`src/rtl/mtb_pkg.sv`:
```
// Shared constants, command and status types for the markup tag balancer.
`default_nettype none
package mtb_pkg;
  localparam int STACK_DEPTH  = 16;
  localparam int NAME_MAX     = 15;
  localparam int MATCH_WINDOW = 3;

  localparam int IDX_W  = (STACK_DEPTH > 1) ? $clog2(STACK_DEPTH) : 1;
  localparam int CNT_W  = $clog2(STACK_DEPTH + 1);
  localparam int LEN_W  = $clog2(NAME_MAX + 1);
  localparam int COL_W  = (NAME_MAX > 1) ? $clog2(NAME_MAX) : 1;
  localparam int ADDR_W = (STACK_DEPTH * NAME_MAX > 1) ? $clog2(STACK_DEPTH * NAME_MAX) : 1;
  localparam int KK_W   = 2;

  localparam logic [7:0] CH_LT    = 8'h3C;
  localparam logic [7:0] CH_SLASH = 8'h2F;
  localparam logic [7:0] CH_GT    = 8'h3E;
  localparam logic [7:0] CH_SPACE = 8'h20;

  typedef enum logic [2:0] {LX_NONE, LX_LT, LX_SLASH, LX_CHAR, LX_TERM, LX_EOI} lex_op_t;
  typedef enum logic [1:0] {CN_NONE, CN_INC, CN_DEC, CN_SUB} cnt_op_t;
  typedef enum logic [1:0] {OS_LIT, OS_CUR, OS_MEM} out_sel_t;
  typedef enum logic [1:0] {PH_PLAIN, PH_AFTER_LT, PH_NAME} phase_t;

  typedef struct packed {
    lex_op_t          lex_op;
    cnt_op_t          cnt_op;
    logic [KK_W-1:0]  sub_amt;
    logic             len_wr;
    logic             st_wr;
    logic             rd_req;
    logic             out_load;
    out_sel_t         out_sel;
    logic [7:0]       lit;
    logic             out_bvalid;
    logic             out_last;
    logic             out_fin;
    logic [IDX_W-1:0] row;
    logic [COL_W-1:0] col;
  } cmd_t;

  typedef struct packed {
    phase_t           phase;
    logic             closing;
    logic [LEN_W-1:0] cur_len;
    logic [CNT_W-1:0] count;
    logic [LEN_W-1:0] row_len;
    logic             single;
    logic             emit_ok;
    logic             char_eq;
  } sts_t;
endpackage
`default_nettype wire

```
`src/rtl/mtb_ifs.sv`:
```
// Input and result channel interfaces.
`default_nettype none
interface mtb_in_if;
  logic       valid;
  logic       ready;
  logic [7:0] in_byte;
  logic       end_of_input;
  modport source (output valid, in_byte, end_of_input, input ready);
  modport sink (input valid, in_byte, end_of_input, output ready);
endinterface

interface mtb_out_if;
  logic       valid;
  logic       ready;
  logic [7:0] out_byte;
  logic       byte_valid;
  logic       last;
  logic       finished;
  modport source (output valid, out_byte, byte_valid, last, finished, input ready);
  modport sink (input valid, out_byte, byte_valid, last, finished, output ready);
endinterface
`default_nettype wire

```
`src/rtl/markup_tag_balancer.sv`:
```
// Top level: richtext tag balancer with APB-style configuration port.
// Path: a plain byte beat passes the controller's byte register, then the
//   output register; a tag's first byte is loaded from S_T_LT, entered on its
//   terminator or after the close-tag match search (up to 3 names).
// Throughput: input bytes are taken only in the idle state; one output beat
//   per cycle while the output is not stalled for names held in the lexer;
//   stack-store names alternate read and emit states (registered read).
// Reset (rst_n, synchronous, active low): empty stack, plain-text lexer
//   phase, output empty, correction on. Name stores are not cleared.
`default_nettype none
module markup_tag_balancer import mtb_pkg::*; (
  input  wire logic        clk,
  input  wire logic        rst_n,
  mtb_in_if.sink           in_ch,
  mtb_out_if.source        out_ch,
  input  wire logic        cfg_psel,
  input  wire logic        cfg_penable,
  input  wire logic        cfg_pwrite,
  input  wire logic [2:0]  cfg_paddr,
  input  wire logic [31:0] cfg_pwdata,
  output logic [31:0]      cfg_prdata,
  output logic             cfg_pready
);
  localparam logic REG_CORRECTION = 1'b0;   // register index 0 at byte 0

  logic corr_r;
  cmd_t cmd;
  sts_t sts;

  // Config register: written on the access phase of an APB write.
  always_ff @(posedge clk) begin
    if (!rst_n) corr_r <= 1'b1;
    else if (cfg_psel && cfg_penable && cfg_pwrite && cfg_paddr[2] == REG_CORRECTION)
      corr_r <= cfg_pwdata[0];
  end

  assign cfg_pready = 1'b1;
  assign cfg_prdata = (cfg_paddr[2] == REG_CORRECTION) ? {31'b0, corr_r} : 32'b0;

  // Controller takes the input beat only when idle; the output register in the
  // datapath lets it do so while a result beat is still waiting.
  mtb_ctrl u_ctrl (
    .clk        (clk),
    .rst_n      (rst_n),
    .in_valid   (in_ch.valid),
    .in_byte    (in_ch.in_byte),
    .in_eoi     (in_ch.end_of_input),
    .correction (corr_r),
    .sts        (sts),
    .in_ready   (in_ch.ready),
    .cmd        (cmd)
  );

  mtb_dp u_dp (
    .clk        (clk),
    .rst_n      (rst_n),
    .cmd        (cmd),
    .in_byte    (in_ch.in_byte),
    .out_ready  (out_ch.ready),
    .sts        (sts),
    .out_valid  (out_ch.valid),
    .out_byte   (out_ch.out_byte),
    .out_bvalid (out_ch.byte_valid),
    .out_last   (out_ch.last),
    .out_fin    (out_ch.finished)
  );
endmodule
`default_nettype wire

```
`src/rtl/mtb_dp.sv`:
```
// Datapath: lexer registers, name stack, stack count and output register.
`default_nettype none
module mtb_dp import mtb_pkg::*; (
  input  wire logic       clk,
  input  wire logic       rst_n,
  input  wire cmd_t       cmd,
  input  wire logic [7:0] in_byte,
  input  wire logic       out_ready,
  output sts_t            sts,
  output logic            out_valid,
  output logic [7:0]      out_byte,
  output logic            out_bvalid,
  output logic            out_last,
  output logic            out_fin
);
  phase_t           phase_r;
  logic             closing_r;
  logic [LEN_W-1:0] cur_len_r;
  logic [CNT_W-1:0] count_r;
  logic [7:0]       cur_name_r [NAME_MAX];
  logic [LEN_W-1:0] len_r [STACK_DEPTH];
  logic [7:0]       mem [STACK_DEPTH*NAME_MAX];
  logic [7:0]       rd_data_r;
  logic             out_v_r;
  logic [7:0]       out_byte_r;
  logic             out_bv_r, out_last_r, out_fin_r;

  logic [7:0]        lc;
  logic [7:0]        cur_ch;
  logic [7:0]        out_mux;
  logic              single;
  logic [ADDR_W-1:0] wr_addr, rd_addr;

  assign lc      = (in_byte >= 8'h41 && in_byte <= 8'h5A) ? in_byte + 8'd32 : in_byte;
  assign cur_ch  = cur_name_r[cmd.col];
  assign wr_addr = ADDR_W'(count_r[IDX_W-1:0]) * ADDR_W'(NAME_MAX) + ADDR_W'(cmd.col);
  assign rd_addr = ADDR_W'(cmd.row) * ADDR_W'(NAME_MAX) + ADDR_W'(cmd.col);

  generate
    if (NAME_MAX >= 2) begin : g_single
      assign single = (cur_len_r == LEN_W'(2)) &&
        ((cur_name_r[0] == 8'h6E && cur_name_r[1] == 8'h6C) ||
         (cur_name_r[0] == 8'h6C && cur_name_r[1] == 8'h74) ||
         (cur_name_r[0] == 8'h6E && cur_name_r[1] == 8'h70));
    end else begin : g_nosingle
      assign single = 1'b0;
    end
  endgenerate

  always_comb begin
    unique case (cmd.out_sel)
      OS_CUR:  out_mux = cur_ch;
      OS_MEM:  out_mux = rd_data_r;
      default: out_mux = cmd.lit;
    endcase
  end

  always_ff @(posedge clk) begin
    if (!rst_n) begin
      phase_r   <= PH_PLAIN;
      closing_r <= 1'b0;
      cur_len_r <= '0;
      count_r   <= '0;
      out_v_r   <= 1'b0;
    end else begin
      unique case (cmd.lex_op)
        LX_LT: begin
          phase_r   <= PH_AFTER_LT;
          closing_r <= 1'b0;
          cur_len_r <= '0;
        end
        LX_SLASH: begin
          phase_r   <= PH_NAME;
          closing_r <= 1'b1;
        end
        LX_CHAR: begin
          phase_r <= PH_NAME;
          if (cur_len_r < LEN_W'(NAME_MAX)) cur_len_r <= cur_len_r + 1'b1;
        end
        LX_TERM: phase_r <= PH_PLAIN;
        LX_EOI: begin
          phase_r   <= PH_PLAIN;
          closing_r <= 1'b0;
          cur_len_r <= '0;
        end
        default: ;
      endcase
      unique case (cmd.cnt_op)
        CN_INC:  count_r <= count_r + 1'b1;
        CN_DEC:  count_r <= count_r - 1'b1;
        CN_SUB:  count_r <= count_r - CNT_W'(cmd.sub_amt);
        default: ;
      endcase
      if (cmd.out_load)   out_v_r <= 1'b1;
      else if (out_ready) out_v_r <= 1'b0;
    end
  end

  always_ff @(posedge clk) begin
    if (cmd.lex_op == LX_CHAR && cur_len_r < LEN_W'(NAME_MAX))
      cur_name_r[cur_len_r[COL_W-1:0]] <= lc;
    if (cmd.len_wr) len_r[count_r[IDX_W-1:0]] <= cur_len_r;
    if (cmd.st_wr) mem[wr_addr] <= cur_ch;
    if (cmd.rd_req) rd_data_r <= mem[rd_addr];
    if (cmd.out_load) begin
      out_byte_r <= out_mux;
      out_bv_r   <= cmd.out_bvalid;
      out_last_r <= cmd.out_last;
      out_fin_r  <= cmd.out_fin;
    end
  end

  assign sts.phase   = phase_r;
  assign sts.closing = closing_r;
  assign sts.cur_len = cur_len_r;
  assign sts.count   = count_r;
  assign sts.row_len = len_r[cmd.row];
  assign sts.single  = single;
  assign sts.emit_ok = !out_v_r || out_ready;
  assign sts.char_eq = (rd_data_r == cur_ch);

  assign out_valid  = out_v_r;
  assign out_byte   = out_byte_r;
  assign out_bvalid = out_bv_r;
  assign out_last   = out_last_r;
  assign out_fin    = out_fin_r;
endmodule
`default_nettype wire

```
`src/rtl/mtb_ctrl.sv`:
```
// Controller: lexer decisions, close-tag matching and tag emission sequencing.
`default_nettype none
module mtb_ctrl import mtb_pkg::*; (
  input  wire logic       clk,
  input  wire logic       rst_n,
  input  wire logic       in_valid,
  input  wire logic [7:0] in_byte,
  input  wire logic       in_eoi,
  input  wire logic       correction,
  input  wire sts_t       sts,
  output logic            in_ready,
  output cmd_t            cmd
);
  typedef enum logic [3:0] {
    S_IDLE, S_OUT_BYTE, S_OUT_FIN, S_T_LT, S_T_SL, S_T_CH, S_T_RD, S_T_MCH, S_T_GT,
    S_M_LEN, S_M_RD, S_M_CMP
  } state_t;
  typedef enum logic [1:0] {J_SINGLE, J_MMEM, J_MCUR} job_t;

  state_t           state_r, state_nxt;
  job_t             job_r, job_nxt;
  logic [7:0]       byte_r, byte_nxt;
  logic             close_r, close_nxt, mem_r, mem_nxt, last_r, last_nxt;
  logic             push_r, push_nxt;
  logic [IDX_W-1:0] row_r, row_nxt;
  logic [COL_W-1:0] col_r, col_nxt;
  logic [KK_W-1:0]  kk_r, kk_nxt, d_r, d_nxt;

  logic             term, can_next;
  logic [IDX_W-1:0] mrow;
  logic [LEN_W-1:0] name_len;
  state_t           name_start;

  assign term     = (in_byte == CH_GT) || (in_byte == CH_SPACE) ||
                    (in_byte >= 8'd9 && in_byte <= 8'd13);
  assign mrow     = IDX_W'(sts.count - CNT_W'(kk_r));
  assign can_next = (kk_r < KK_W'(MATCH_WINDOW)) && (CNT_W'(kk_r) < sts.count);
  assign name_len = mem_r ? sts.row_len : sts.cur_len;
  assign name_start = (name_len == '0) ? S_T_GT : (mem_r ? S_T_RD : S_T_CH);

  always_comb begin
    state_nxt = state_r; job_nxt = job_r; byte_nxt = byte_r;
    close_nxt = close_r; mem_nxt = mem_r; last_nxt = last_r; push_nxt = push_r;
    row_nxt = row_r; col_nxt = col_r; kk_nxt = kk_r; d_nxt = d_r;
    cmd = '0;
    cmd.lex_op = LX_NONE;
    cmd.cnt_op = CN_NONE;
    cmd.out_sel = OS_LIT;
    cmd.row = row_r;
    cmd.col = col_r;
    in_ready = (state_r == S_IDLE);

    unique case (state_r)
      S_IDLE: begin
        if (in_valid) begin
          if (in_eoi) begin
            cmd.lex_op = LX_EOI;
            if (sts.count != '0) begin
              cmd.cnt_op = CN_DEC;
              row_nxt = IDX_W'(sts.count - 1'b1);
              mem_nxt = 1'b1; close_nxt = 1'b1; last_nxt = 1'b1; push_nxt = 1'b0;
              job_nxt = J_SINGLE;
              state_nxt = S_T_LT;
            end else begin
              state_nxt = S_OUT_FIN;
            end
          end else if (sts.phase == PH_PLAIN) begin
            if (in_byte == CH_LT) cmd.lex_op = LX_LT;
            else begin
              byte_nxt = in_byte;
              state_nxt = S_OUT_BYTE;
            end
          end else if (sts.phase == PH_AFTER_LT && in_byte == CH_SLASH) begin
            cmd.lex_op = LX_SLASH;
          end else if (term) begin
            cmd.lex_op = LX_TERM;
            mem_nxt = 1'b0; last_nxt = 1'b1; push_nxt = 1'b0; job_nxt = J_SINGLE;
            if (!correction) begin
              close_nxt = sts.closing;
              state_nxt = S_T_LT;
            end else if (!sts.closing) begin
              close_nxt = 1'b0;
              push_nxt = !sts.single && (sts.count < CNT_W'(STACK_DEPTH));
              state_nxt = S_T_LT;
            end else if (sts.count != '0) begin
              kk_nxt = KK_W'(1);
              state_nxt = S_M_LEN;
            end
          end else begin
            cmd.lex_op = LX_CHAR;
          end
        end
      end
      S_OUT_BYTE: begin
        if (sts.emit_ok) begin
          cmd.out_load = 1'b1; cmd.lit = byte_r; cmd.out_bvalid = 1'b1;
          cmd.out_last = 1'b1;
          state_nxt = S_IDLE;
        end
      end
      S_OUT_FIN: begin
        if (sts.emit_ok) begin
          cmd.out_load = 1'b1; cmd.out_last = 1'b1; cmd.out_fin = 1'b1;
          state_nxt = S_IDLE;
        end
      end
      S_M_LEN, S_M_RD, S_M_CMP: begin
        cmd.row = mrow;
        if (state_r == S_M_RD) begin
          cmd.rd_req = 1'b1;
          state_nxt = S_M_CMP;
        end else begin
          logic hit, miss;
          hit = 1'b0; miss = 1'b0;
          if (state_r == S_M_LEN) begin
            if (sts.row_len != sts.cur_len) miss = 1'b1;
            else if (sts.cur_len == '0) hit = 1'b1;
            else begin
              col_nxt = '0;
              state_nxt = S_M_RD;
            end
          end else begin
            if (!sts.char_eq) miss = 1'b1;
            else if (LEN_W'(col_r) + 1'b1 == sts.cur_len) hit = 1'b1;
            else begin
              col_nxt = col_r + 1'b1;
              state_nxt = S_M_RD;
            end
          end
          if (miss) begin
            if (can_next) begin
              kk_nxt = kk_r + 1'b1;
              state_nxt = S_M_LEN;
            end else begin
              state_nxt = S_IDLE;
            end
          end
          if (hit) begin
            d_nxt = kk_r; close_nxt = 1'b1; push_nxt = 1'b0;
            state_nxt = S_T_LT;
            if (kk_r == KK_W'(1)) begin
              mem_nxt = 1'b0; last_nxt = 1'b1; job_nxt = J_MCUR;
            end else begin
              mem_nxt = 1'b1; last_nxt = 1'b0; job_nxt = J_MMEM;
              kk_nxt = KK_W'(1);
              row_nxt = IDX_W'(sts.count - 1'b1);
            end
          end
        end
      end
      S_T_LT: begin
        if (sts.emit_ok) begin
          cmd.out_load = 1'b1; cmd.lit = CH_LT; cmd.out_bvalid = 1'b1;
          col_nxt = '0;
          state_nxt = close_r ? S_T_SL : name_start;
        end
      end
      S_T_SL: begin
        if (sts.emit_ok) begin
          cmd.out_load = 1'b1; cmd.lit = CH_SLASH; cmd.out_bvalid = 1'b1;
          state_nxt = name_start;
        end
      end
      S_T_CH: begin
        if (sts.emit_ok) begin
          cmd.out_load = 1'b1; cmd.out_sel = OS_CUR; cmd.out_bvalid = 1'b1;
          cmd.st_wr = push_r;
          if (LEN_W'(col_r) + 1'b1 == sts.cur_len) state_nxt = S_T_GT;
          else col_nxt = col_r + 1'b1;
        end
      end
      S_T_RD: begin
        cmd.rd_req = 1'b1;
        state_nxt = S_T_MCH;
      end
      S_T_MCH: begin
        if (sts.emit_ok) begin
          cmd.out_load = 1'b1; cmd.out_sel = OS_MEM; cmd.out_bvalid = 1'b1;
          if (LEN_W'(col_r) + 1'b1 == sts.row_len) state_nxt = S_T_GT;
          else begin
            col_nxt = col_r + 1'b1;
            state_nxt = S_T_RD;
          end
        end
      end
      S_T_GT: begin
        if (sts.emit_ok) begin
          cmd.out_load = 1'b1; cmd.lit = CH_GT; cmd.out_bvalid = 1'b1;
          cmd.out_last = last_r;
          unique case (job_r)
            J_MMEM: begin
              state_nxt = S_T_LT;
              if (kk_r + 1'b1 < d_r) begin
                kk_nxt = kk_r + 1'b1;
                row_nxt = IDX_W'(sts.count - CNT_W'(kk_r) - 1'b1);
              end else begin
                mem_nxt = 1'b0; last_nxt = 1'b1; job_nxt = J_MCUR;
              end
            end
            J_MCUR: begin
              cmd.cnt_op = CN_SUB;
              cmd.sub_amt = d_r;
              state_nxt = S_IDLE;
            end
            default: begin
              if (push_r) begin
                cmd.len_wr = 1'b1;
                cmd.cnt_op = CN_INC;
              end
              state_nxt = S_IDLE;
            end
          endcase
        end
      end
      default: state_nxt = S_IDLE;
    endcase
  end

  always_ff @(posedge clk) begin
    if (!rst_n) begin
      state_r <= S_IDLE;
      job_r   <= J_SINGLE;
      close_r <= 1'b0;
      mem_r   <= 1'b0;
      last_r  <= 1'b0;
      push_r  <= 1'b0;
      kk_r    <= '0;
      d_r     <= '0;
    end else begin
      state_r <= state_nxt;
      job_r   <= job_nxt;
      close_r <= close_nxt;
      mem_r   <= mem_nxt;
      last_r  <= last_nxt;
      push_r  <= push_nxt;
      kk_r    <= kk_nxt;
      d_r     <= d_nxt;
    end
    byte_r <= byte_nxt;
    row_r  <= row_nxt;
    col_r  <= col_nxt;
  end
endmodule
`default_nettype wire

```
`src/flat_wrapper.sv`:
```
// flat-port wrapper written by rule: the top's interface ports become plain ports
module markup_tag_balancer_flat import mtb_pkg::*;
  (clk, rst_n, cfg_psel, cfg_penable, cfg_pwrite, cfg_paddr, cfg_pwdata, cfg_prdata, cfg_pready, in_ch_valid, in_ch_in_byte, in_ch_end_of_input, in_ch_ready, out_ch_valid, out_ch_out_byte, out_ch_byte_valid, out_ch_last, out_ch_finished, out_ch_ready);
  mtb_in_if in_ch_i ();
  mtb_out_if out_ch_i ();
  input  wire logic clk;
  input  wire logic rst_n;
  input  wire logic cfg_psel;
  input  wire logic cfg_penable;
  input  wire logic cfg_pwrite;
  input  wire logic [2:0] cfg_paddr;
  input  wire logic [31:0] cfg_pwdata;
  output logic [31:0] cfg_prdata;
  output logic cfg_pready;
  input wire logic [$bits(in_ch_i.valid)-1:0] in_ch_valid;
  input wire logic [$bits(in_ch_i.in_byte)-1:0] in_ch_in_byte;
  input wire logic [$bits(in_ch_i.end_of_input)-1:0] in_ch_end_of_input;
  output wire logic [$bits(in_ch_i.ready)-1:0] in_ch_ready;
  output wire logic [$bits(out_ch_i.valid)-1:0] out_ch_valid;
  output wire logic [$bits(out_ch_i.out_byte)-1:0] out_ch_out_byte;
  output wire logic [$bits(out_ch_i.byte_valid)-1:0] out_ch_byte_valid;
  output wire logic [$bits(out_ch_i.last)-1:0] out_ch_last;
  output wire logic [$bits(out_ch_i.finished)-1:0] out_ch_finished;
  input wire logic [$bits(out_ch_i.ready)-1:0] out_ch_ready;
  assign in_ch_i.valid = in_ch_valid;
  assign in_ch_i.in_byte = in_ch_in_byte;
  assign in_ch_i.end_of_input = in_ch_end_of_input;
  assign in_ch_ready = in_ch_i.ready;
  assign out_ch_valid = out_ch_i.valid;
  assign out_ch_out_byte = out_ch_i.out_byte;
  assign out_ch_byte_valid = out_ch_i.byte_valid;
  assign out_ch_last = out_ch_i.last;
  assign out_ch_finished = out_ch_i.finished;
  assign out_ch_i.ready = out_ch_ready;
  markup_tag_balancer u_core (.clk(clk), .rst_n(rst_n), .in_ch(in_ch_i), .out_ch(out_ch_i), .cfg_psel(cfg_psel), .cfg_penable(cfg_penable), .cfg_pwrite(cfg_pwrite), .cfg_paddr(cfg_paddr), .cfg_pwdata(cfg_pwdata), .cfg_prdata(cfg_prdata), .cfg_pready(cfg_pready));
endmodule
```
`config.mk`:
```
export PLATFORM = sky130hd
export DESIGN_NAME = markup_tag_balancer_flat
export DESIGN_NICKNAME = d
export VERILOG_FILES = /design/src/rtl/mtb_pkg.sv /design/src/rtl/mtb_ifs.sv /design/src/rtl/markup_tag_balancer.sv /design/src/rtl/mtb_dp.sv /design/src/rtl/mtb_ctrl.sv /design/src/flat_wrapper.sv
export SDC_FILE = /design/constraint.sdc
export NUM_CORES = 2
export LEC_CHECK = 0
export BUFFER_PORTS_ARGS = -buffer_cell sky130_fd_sc_hd__clkbuf_2
export CAP_MARGIN = 40
export CORE_UTILIZATION = 51
export CTS_BUF_LIST = sky130_fd_sc_hd__clkbuf_4 sky130_fd_sc_hd__clkbuf_8
export CTS_CLUSTER_DIAMETER = 120
export CTS_CLUSTER_SIZE = 8
export DETAILED_ROUTE_END_ITERATION = 12
export PLACE_DENSITY = 0.75
export SETUP_SLACK_MARGIN = 0.2
export SYNTH_ARGS = -nofsm -noshare
export SYNTH_HDL_FRONTEND = slang
export SYNTH_HIERARCHICAL = 1
export SYNTH_SLANG_ARGS = --single-unit
```
`constraint.sdc`:
```
create_clock -name clk -period 7.2 [get_ports clk]
set_clock_uncertainty 0.1 [all_clocks]
set_input_delay 0.36 -clock clk [delete_from_list [all_inputs] [get_ports clk]]
set_output_delay 0.36 -clock clk [all_outputs]
set_load 0.01 [all_outputs]
```
==> summary.md <==
| Metric | Value |
|---|---|
| Status | completed |
| Setup_tns | 0 ps |
| Synth async-reset ratio | 0 |
| Die height | 417 µm |
| Die W | 417 µm |
| WHS Endpoint | u_core/u_ctrl/byte_r[6] |
| Total chip power | 25.8 mW |
| Hold depth | 2 |
| Vias post-DR | 44,700 |
| Detailed Route WL | 203,000 µm |
| I/O pin cnt | 97 |
| Residual DRC | 0 |
| TritonCTS Buffers | 322 |
| Setup Slack @ Placement | 471 ps |
| Via density | 6.33 |
| First-pass DRT Iterations | 7 |
| Cell area after synthesis | 0.0879 mm² |
| Min Tclk post-route | 6640 ps |
| Peak Freq | 0.151 GHz |
| Total Nets Final | 4,855 |
| Yosys warnings | 6 |
| Critical path origin | u_core/u_ctrl/state_r[3] |
| Final hold vios | 0 |
| R2r endpoint | u_core/u_dp/rd_data_r[1] |
| Avg Inst Size Synth | 19.8 µm² |
| Number of global-route vias before repair | 44,700 |
| RSZ-0062 raised after global routing | no |
| Die area | 0.174 mm² |
| Core box area | 0.170 mm² |
| Share of layout cells above drive strength 1 | 0.244 |
| WS Path Type | reg2reg |
| Slew Limit Headroom | 0.331 |
| Post-layout util | 0.566 |
| Post-synth cell types | 88 |
| CTS tree | done |
| Placed Cells incl. Taps | 6,673 |
| Area post-placement | 0.0914 mm² |
| Gr usage total | 0.234 |
| Clock sink count | 2,175 |
| Detail Placement HPWL | 126,000 µm |
| Startpoint type of the worst setup path | flip-flop |
| Root Buffer | clkbuf_8 |
| GR Overflow Total | 0 |
| Port bufs | 31 |
| Largest net degree at the start of global routing | 95 |
| Finished Cell Area | 0.0964 mm² |
| Initial antenna violation count | 8 |
| CTS max path bufs | 4 |
| Cell count after synthesis | 4,438 |
| Sequential area share after synthesis | 0.740 |
| Number of cell rows | 151 |
| Fin worst setup slack | 559 ps |
| First-pass GRT wire length | 299,000 µm |
| Finished Layout Cells | 7,057 |
| Period Utilization, post-route | 0.922 |
| Post-synth EDFFs | 2,147 |
| Worst r2r path cells | 18 |
| Reg clk slew, reported paths | 80 ps |
| First DRT Iteration DRCs | 5,841 |
| Crit path capture type | flip-flop |
| R2r setup slk | 560 ps |
| Initial Util | 0.516 |
| RR Startpoint | u_core/u_ctrl/state_r[3] |
| Worst Hold Class | in2reg |
| Max Slew Vio Count | 0 |
| Area Overhead vs Synth | 9.65% |
| Worst-Margin Slew | 1000 ps |
| WL/cell | 28.8 µm |
| Power Density | 268 mW/mm² |
| Final Setup Violations | 0 |
| Critical Path RT | 7860 ps |
| Peak VDD IR | 0.000240 V |
| Final ANT Viol Nets | 0 |
| Hold Startpoint | in_ch_in_byte[6] |
| Worst hold margin | 114 ps |
| Max Fanout on Critical Path | 20 |
| GP Congestion | 0.923 |
| Worst-Skew Late Latency | 1030 ps |
| Worst Path Arrival | 7300 ps |
| Predominant post-synthesis flop cell | edfxtp_1 |
| Max-cap violations | 0 |
| H-tree depth | 5 |
| Synth Register Bits | 2,175 |
| Leak | 30.3 nW |
-- state kept, by name (all words and copies together), names as in the netlist, 2 cells and up --
register	flops
u_core/u_ctrl/row_r	4
u_core/u_ctrl/kk_r	2
u_core/u_dp/phase_r	2
u_core/u_ctrl/d_r	2
u_core/u_ctrl/state_r	4
u_core/u_dp/cur_name_r	128
u_core/u_ctrl/job_r	2
u_core/u_dp/len_r	64
u_core/u_dp/cur_len_r	4
u_core/u_dp/count_r	5
u_core/u_ctrl/col_r	4
u_core/u_dp/mem	1920
u_core/u_dp/rd_data_r	8
u_core/u_dp/out_byte	8
u_core/u_ctrl/byte_r	8
-- worst max path at each step --
| stage | to | slack (ps) | cells after the start |
|---|---|---|---|
| floorplan | u_core/u_dp/rd_data_r[1] | 700 | 18 |
| global placement | u_core/u_dp/rd_data_r[6] | 610 | 18 |
| detailed placement | u_core/u_dp/rd_data_r[6] | 470 | 18 |
| CTS | u_core/u_dp/rd_data_r[6] | 440 | 18 |
| global route | u_core/u_dp/rd_data_r[1] | 210 | 18 |
| finish | u_core/u_dp/rd_data_r[1] | 560 | 18 |
-- synthesized netlist by cell type (12+ instances only) --
cell type	instances	area share
a221oi_1	15	0.0015
buf_1	35	0.0015
nand2_1	264	0.011
ha_1	63	0.0090
nor2b_1	12	0.00085
nor3_1	23	0.0013
a32oi_1	17	0.0017
xnor2_1	35	0.0035
xor2_1	19	0.0019
and3_1	31	0.0022
mux2i_1	58	0.0066
buf_2	52	0.0030
nand4_1	15	0.0011
clkbuf_1	120	0.0051
a22oi_1	23	0.0020
dfxtp_1	28	0.0064
buf_4	51	0.0044
o2111ai_1	19	0.0019
fa_1	16	0.0036
a211oi_1	13	0.0011
a31oi_1	15	0.0011
mux4_2	582	0.15
nor2_1	343	0.015
inv_1	51	0.0022
edfxtp_1	2147	0.73
or4_1	12	0.0010
nand3_1	96	0.0055
o21ai_0	51	0.0029
a21oi_1	64	0.0036
-- placed cells by master, fill, tap and decap left out, types with 19 or more instances in the layout --
cell type,n
edfxtp_1,2147
mux4_2,574
nor2_1,342
clkbuf_8,330
nand2_1,264
buf_4,111
nand3_1,92
a21oi_1,64
ha_1,61
mux2i_1,58
inv_1,51
o21ai_0,49
conb_1,40
xnor2_1,34
clkbuf_2,31
and3_1,31
dfxtp_1,28
nor3_1,23
a22oi_1,23
buf_12,21
clkbuf_4,20
o2111ai_1,19
-- critical path: stages, from the launching register on --
cell       delay, ps
dfxtp_1          330
clkinv_1         240
nor2_1           320
o21ai_1          300
o21ai_2          260
buf_4            380
ha_1             220
inv_1             80
fa_1             500
fa_1             520
inv_1             50
ha_1             480
o21ai_1          200
nor2_1           500
nor2_4           290
buf_4            320
o2111ai_1        430
nand3_1          290
or4_1            580
-- cell type report --
type	count	area [µm²]
diodes	4	10.0
clock buffers	350	4690
clock inverters	7	51.3
fillers	12300	73900
inverters	56	210
multi-input cells	1976	21600
flip-flops and latches	2175	65000
well taps	2295	2870
repair buffers	194	1920
-- cells by family after synthesis --
| group | share of synthesized area |
|---|---|
| xor gates and xnor gates | 0.00557 |
| DFF | 0.740 |
| buffers and inverters | 0.0176 |
| adders and majority gates | 0.0126 |
| muxes | 0.156 |
| other | 0.000128 |
| AOI/OAI and AO/OA | 0.0231 |
| and+or+nand+nor | 0.0447 |
-- metal layers --
layer,GRT usage,vias to the layer above,share of wire
li1,-,18500,-
met1,0.331,23300,0.39
met2,0.365,2502,0.48
met3,0.0551,392,0.11
met4,0.0725,4,0.029
met5,0,-,0.00013
-- where the power goes --
| part | switching, mW | internal [mW] |
|---|---|---|
| registers | 0.0265 | 14.1 |
| logic | 2.16 | 1.19 |
| clock network | 4.21 | 4.18 |
-- timing repair --
action / 4_1_cts / 5_1_grt
buffers inserted: 0 / 4
setup endpoints to repair: 0 / 3
gates resized for setup: 0 / 1
hold buffers: 16 / 0
hold endpoints to repair: 168 / 0
Note: power is estimated with default switching activity, not from simulation.
